<file path="config.mk">
export PLATFORM = sky130hd
export DESIGN_NAME = ffha_table
export DESIGN_NICKNAME = d
export VERILOG_FILES = /design/src/rtl/first_fit_heap_allocator_assert.svh /design/src/rtl/ffha_pkg.sv /design/src/rtl/ffha_table.sv
export SDC_FILE = /design/constraint.sdc
export NUM_CORES = 2
export LEC_CHECK = 0
export ABC_AREA = 1
export BUFFER_PORTS_ARGS = -buffer_cell sky130_fd_sc_hd__buf_2
export CAP_MARGIN = 20
export CORE_MARGIN = 3
export CORE_UTILIZATION = 45
export DETAILED_ROUTE_END_ITERATION = 8
export PLACE_DENSITY_LB_ADDON = 0.12
export SYNTH_ARGS = -nofsm -noshare
export SYNTH_HDL_FRONTEND = slang
export SYNTH_MEMORY_MAX_BITS = 65536
export SYNTH_SLANG_ARGS = --single-unit
</file>
<file path="constraint.sdc">
create_clock -name clk -period 7.2 [get_ports clk]
set_input_delay 0.36 -clock clk [delete_from_list [all_inputs] [get_ports clk]]
set_output_delay 0.36 -clock clk [all_outputs]
set_load 0.02 [all_outputs]
</file>
<file path="src/rtl/first_fit_heap_allocator_assert.svh">
// Assertion macros for the heap allocator.
`ifndef FIRST_FIT_HEAP_ALLOCATOR_ASSERT_SVH
`define FIRST_FIT_HEAP_ALLOCATOR_ASSERT_SVH

// Implication checked on every clock edge outside reset.
`define FFHA_ASSERT_IMP(label, clk, rst_n, a, c, msg) \
    label: assert property (@(posedge clk) disable iff (!rst_n) (a) |-> (c)) \
        else $error(msg);

// Implication whose consequent is checked in the cycle after the antecedent.
`define FFHA_ASSERT_NEXT(label, clk, rst_n, a, c, msg) \
    label: assert property (@(posedge clk) disable iff (!rst_n) (a) |=> (c)) \
        else $error(msg);

`endif

</file>
<file path="src/rtl/ffha_pkg.sv">
package ffha_pkg;

    localparam int MAX_BLOCKS_DEF = 64;

    localparam logic [1:0] OP_ALLOC = 2'd0;
    localparam logic [1:0] OP_FREE  = 2'd1;
    localparam logic [1:0] OP_INIT  = 2'd2;
    localparam logic [1:0] OP_NOP   = 2'd3;

    localparam logic [2:0] ST_OK        = 3'd0;
    localparam logic [2:0] ST_ZERO_REQ  = 3'd1;
    localparam logic [2:0] ST_NO_FIT    = 3'd2;
    localparam logic [2:0] ST_NULL_FREE = 3'd3;
    localparam logic [2:0] ST_ALREADY   = 3'd4;
    localparam logic [2:0] ST_INVALID   = 3'd5;

    localparam logic [1:0] REG_HEAP_START = 2'd0;
    localparam logic [1:0] REG_HEAP_SIZE  = 2'd1;
    localparam logic [1:0] REG_HEADER     = 2'd2;
    localparam logic [1:0] REG_MIN_SPLIT  = 2'd3;

    localparam logic [6:0] HEADER_RESET    = 7'd16;
    localparam logic [7:0] MIN_SPLIT_RESET = 8'd16;

    // One table entry: header offset, payload size, free mark.
    typedef struct packed {
        logic [31:0] offset;
        logic [31:0] payload;
        logic        is_free;
    } entry_t;

endpackage

</file>
<file path="src/rtl/ffha_table.sv">
// Block table memory: one write port, one registered read port.
module ffha_table #(
    parameter int MAX_BLOCKS = ffha_pkg::MAX_BLOCKS_DEF,
    localparam int AW = $clog2(MAX_BLOCKS)
) (
    input  logic                  clk,
    input  logic                  we,
    input  logic [AW-1:0]         waddr,
    input  ffha_pkg::entry_t      wdata,
    input  logic [AW-1:0]         raddr,
    output ffha_pkg::entry_t      rdata
);
    ffha_pkg::entry_t mem [MAX_BLOCKS];

    always_ff @(posedge clk)
    begin
        if (we)
        begin
            mem[waddr] <= wdata;
        end
        rdata <= mem[raddr];
    end
endmodule

</file>
==> run_summary.xml <==
<?xml version="1.0" encoding="UTF-8"?>
<metrics>
  <group name="run_status">
    <metric name="run_status" unit="">finished clean</metric>
  </group>
  <group name="synth">
    <metric name="ys_types" unit="">14</metric>
    <metric name="syn-num-nets" unit="">13690</metric>
    <metric name="ys_seq_elements" unit="">4225</metric>
    <metric name="ys_seq_area_frac" unit="">0.7552</metric>
    <metric name="postSynthAreaPerCell" unit="sq um">12.28</metric>
    <metric name="syn_area" unit="sq um">167100</metric>
    <metric name="post_syn_instances" unit="">13610</metric>
    <metric name="synth.yosys.warnings" unit="">0</metric>
  </group>
  <group name="power">
    <metric name="switching_power" unit="uW">12160</metric>
    <metric name="total_leakage_power" unit="uW">0.06606</metric>
    <metric name="netSwitchingFraction" unit="">0.2292</metric>
    <metric name="internal-power" unit="uW">40880</metric>
    <metric name="pwr-share-comb" unit="">0.060</metric>
    <metric name="clockPowerShare" unit="">0.425</metric>
    <metric name="peakVddDrop" unit="V">0.0002351</metric>
    <metric name="power_per_cell_area" unit="nW/um^2">281.0</metric>
    <metric name="part_of_the_total_power_dissipated_in_sequential_elements" unit="">0.515</metric>
  </group>
  <group name="timing">
    <metric name="final-hold-violation-count" unit="">0</metric>
    <metric name="max_slew.worst_pin.slew" unit="ns">1.222</metric>
    <metric name="total_count_of_max_transition_violations_in_the_final_report" unit="">0</metric>
    <metric name="final.setup.tns" unit="ns">0</metric>
    <metric name="clock.fmax" unit="GHz">0.3401</metric>
    <metric name="min_period_over_period" unit="">0.4083</metric>
    <metric name="setup_ws" unit="ns">4.260</metric>
    <metric name="finalSetupViolations" unit="">0</metric>
    <metric name="finalWorstPathRequiredPeriod" unit="ns">2.940</metric>
    <metric name="clock_skew" unit="ns">0.04596</metric>
    <metric name="slew_headroom" unit="">0.1852</metric>
    <metric name="setup_repair_after_global_routing_missed_its_margin" unit="">false</metric>
  </group>
  <group name="cts">
    <metric name="clock_tree_root" unit="">sky130_fd_sc_hd__clkbuf_16</metric>
    <metric name="holdBufCountCts" unit="">17</metric>
    <metric name="clkTransAtPathRegs" unit="ns">0.06</metric>
    <metric name="clkSinkCount" unit="">4225</metric>
    <metric name="cts_tree" unit="">done</metric>
    <metric name="cts-root-to-sink-buffers" unit="">4</metric>
    <metric name="ctsHtreeMaxLevel" unit="">5</metric>
    <metric name="post_cts.repair.setup_buffers" unit="">0</metric>
    <metric name="post_cts_resized" unit="">0</metric>
    <metric name="cts_inserted_buffers" unit="">443</metric>
    <metric name="worst_skew_pair.late_latency" unit="ns">0.98</metric>
  </group>
  <group name="placement">
    <metric name="detailedPlacementHpwl" unit="um">271900</metric>
    <metric name="port_buffers" unit="">143</metric>
    <metric name="place_congestion" unit="">0.8042</metric>
    <metric name="placed_area" unit="sq um">173200</metric>
    <metric name="worst_slack_at_placement" unit="ns">3.438</metric>
  </group>
  <group name="global_routing">
    <metric name="antenna_found_initial" unit="">37</metric>
    <metric name="grt_pass1_vias" unit="">105400</metric>
    <metric name="grt_max_degree" unit="">215</metric>
    <metric name="globalRouteOverflowTotal" unit="">0</metric>
    <metric name="gr-usage-all-layers" unit="">0.2835</metric>
    <metric name="grt_pass1_wl" unit="um">781800</metric>
  </group>
  <group name="final_layout">
    <metric name="final_net_count" unit="">13730</metric>
    <metric name="flow.area_growth_from_synthesis" unit="%">12.94</metric>
    <metric name="layout_common_cells" unit="">4485 x sky130_fd_sc_hd__nand2_1, 4160 x sky130_fd_sc_hd__edfxtp_1, 3907 x sky130_fd_sc_hd__nand3_1, 447 x sky130_fd_sc_hd__clkbuf_16, 214 x sky130_fd_sc_hd__buf_4</metric>
    <metric name="multi_input_comb_area" unit="sq um">37180</metric>
    <metric name="final_design_area_no_fill" unit="sq um">188800</metric>
    <metric name="post_route_cells_drive_above_1_share" unit="">0.08166</metric>
    <metric name="final_common_cell" unit="">sky130_fd_sc_hd__nand2_1</metric>
    <metric name="fill_count" unit="">31710</metric>
    <metric name="register_area" unit="sq um">126200</metric>
  </group>
  <group name="routing">
    <metric name="detail_route.vias_per_cell" unit="">5.874</metric>
    <metric name="routedWlPerCell" unit="um">28.99</metric>
    <metric name="antenna_violating_nets_post_route" unit="">0</metric>
    <metric name="vias_after_detailed_routing" unit="">111600</metric>
    <metric name="routed_wirelength" unit="um">550900</metric>
    <metric name="first_pass_iters" unit="">6</metric>
    <metric name="drt_drc" unit="">0</metric>
    <metric name="dr.first_iter.drc_count" unit="">13850</metric>
  </group>
  <group name="die">
    <metric name="die_area" unit="sq um">378700</metric>
    <metric name="start_util" unit="">0.4524</metric>
    <metric name="die-height" unit="um">615.4</metric>
    <metric name="coreArea" unit="sq um">369400</metric>
    <metric name="io_pins" unit="">144</metric>
    <metric name="placement_rows" unit="">223</metric>
    <metric name="die_w" unit="um">615.4</metric>
  </group>
  <group name="setup_path">
    <metric name="setup.worst_path.end_class" unit="">flop</metric>
    <metric name="kind_of_cell_adding_the_most_delay_to_the_critical_path" unit="">buffers and inverters</metric>
    <metric name="worstPathCellList" unit="">dlygate4sd3_1 &gt; buf_8 &gt; buf_4 &gt; buf_4 &gt; nand3_1 &gt; nand3_1 &gt; nand2_1 &gt; nand2_1 &gt; nand2_1</metric>
    <metric name="path_class" unit="">input pin to flop</metric>
    <metric name="cpMostUsedCell" unit="">sky130_fd_sc_hd__nand2_1</metric>
    <metric name="slowest_stage" unit="">sky130_fd_sc_hd__buf_4</metric>
    <metric name="worst-endpoint-arrival" unit="ns">3.81</metric>
    <metric name="cp_slowest_stage_delay" unit="ns">0.87</metric>
    <metric name="critical_path_required" unit="ns">8.07</metric>
    <metric name="maximum_fanout_count_along_the_critical_path" unit="">43</metric>
    <metric name="timing.critical_path.buf_inv" unit="">4</metric>
    <metric name="worstSetupStartpointType" unit="">input pin</metric>
  </group>
  <group name="flow_run">
    <metric name="drv.max_cap_violation_count" unit="">0</metric>
  </group>
  <group name="min_path">
    <metric name="min-delay-path-class" unit="">input pin to flop</metric>
  </group>
</metrics>
worst paths after layout:
kind	start	endpoint	slack [ns]	cells past startpoint
setup reg to reg	mem[57][16]	rdata[16]	5.46	8
hold reg to reg	mem[22][21]	rdata[21]	0.79	8
setup / recovery	raddr[3]	rdata[34]	4.26	9
hold / removal	wdata[19]	mem[49][19]	0.07	2
synthesized netlist by cell type, drive strengths merged:
cell type / instances / area, sq um
buf: 653 / 3188
clkbuf: 258 / 968.4
dfxtp: 65 / 1301
edfxtp: 4160 / 124900
inv: 12 / 45.04
nand2: 4485 / 16830
nand3: 3907 / 19550
nand4: 9 / 56.30
nor2: 56 / 210.2
nor4: 8 / 50.05
through the flow:
step | hold WS [ns] | total power (uW) | util | std cells
floorplan | 0.4589 | 29490 | - | 13610
global placement | 0.7614 | 30890 | 0.4681 | 18050
detailed placement | 0.7610 | 30940 | 0.4688 | 18060
CTS | 0.003897 | 53270 | 0.5078 | 18910
global route | 0.05457 | 54580 | 0.5109 | 18990
finish | 0.07295 | 53040 | 0.5110 | 19000
sequential cells by signal (all words and copies together), names as in the netlist:
name	flops
rdata	65
mem	4160
layout make-up:
type / instances / area share
Clock inverter: 247 / 0.01224
Multi-Input combinational cell: 8465 / 0.1969
Clock buffer: 583 / 0.06329
Timing Repair Buffer: 502 / 0.02531
Tap cell: 4950 / 0.03281
Inverter: 12 / 0.0004507
Sequential cell: 4225 / 0.6687
Antenna cell: 19 / 0.0002519
layer usage:
layer  track usage  vias to the layer above  wire length, um
met5             0                        -              130
met3       0.04231                      933            46040
li1              -                    48740                -
met2        0.4567                     5334           259000
met4       0.08620                       22            18620
met1        0.3993                    56590           227100
kinds of logic (layout without fill, tap and decap cells):
group,after synthesis,in the layout,synth area share
other cells,0,19,0
flops,4225,4225,0.7552
simple gates,8465,8465,0.2196
buf+inv,923,1344,0.02514
power by group through the flow:
stage	clock, uW	combinational [uW]	sequential [uW]
after global routing	23800	3410	27300
after floorplan	0	1630	27900
after global placement	0	3020	27900
after CTS	22800	3070	27400
after detailed placement	0	3060	27900
final	22500	3160	27300
Note: power is estimated with default switching activity, not from simulation.
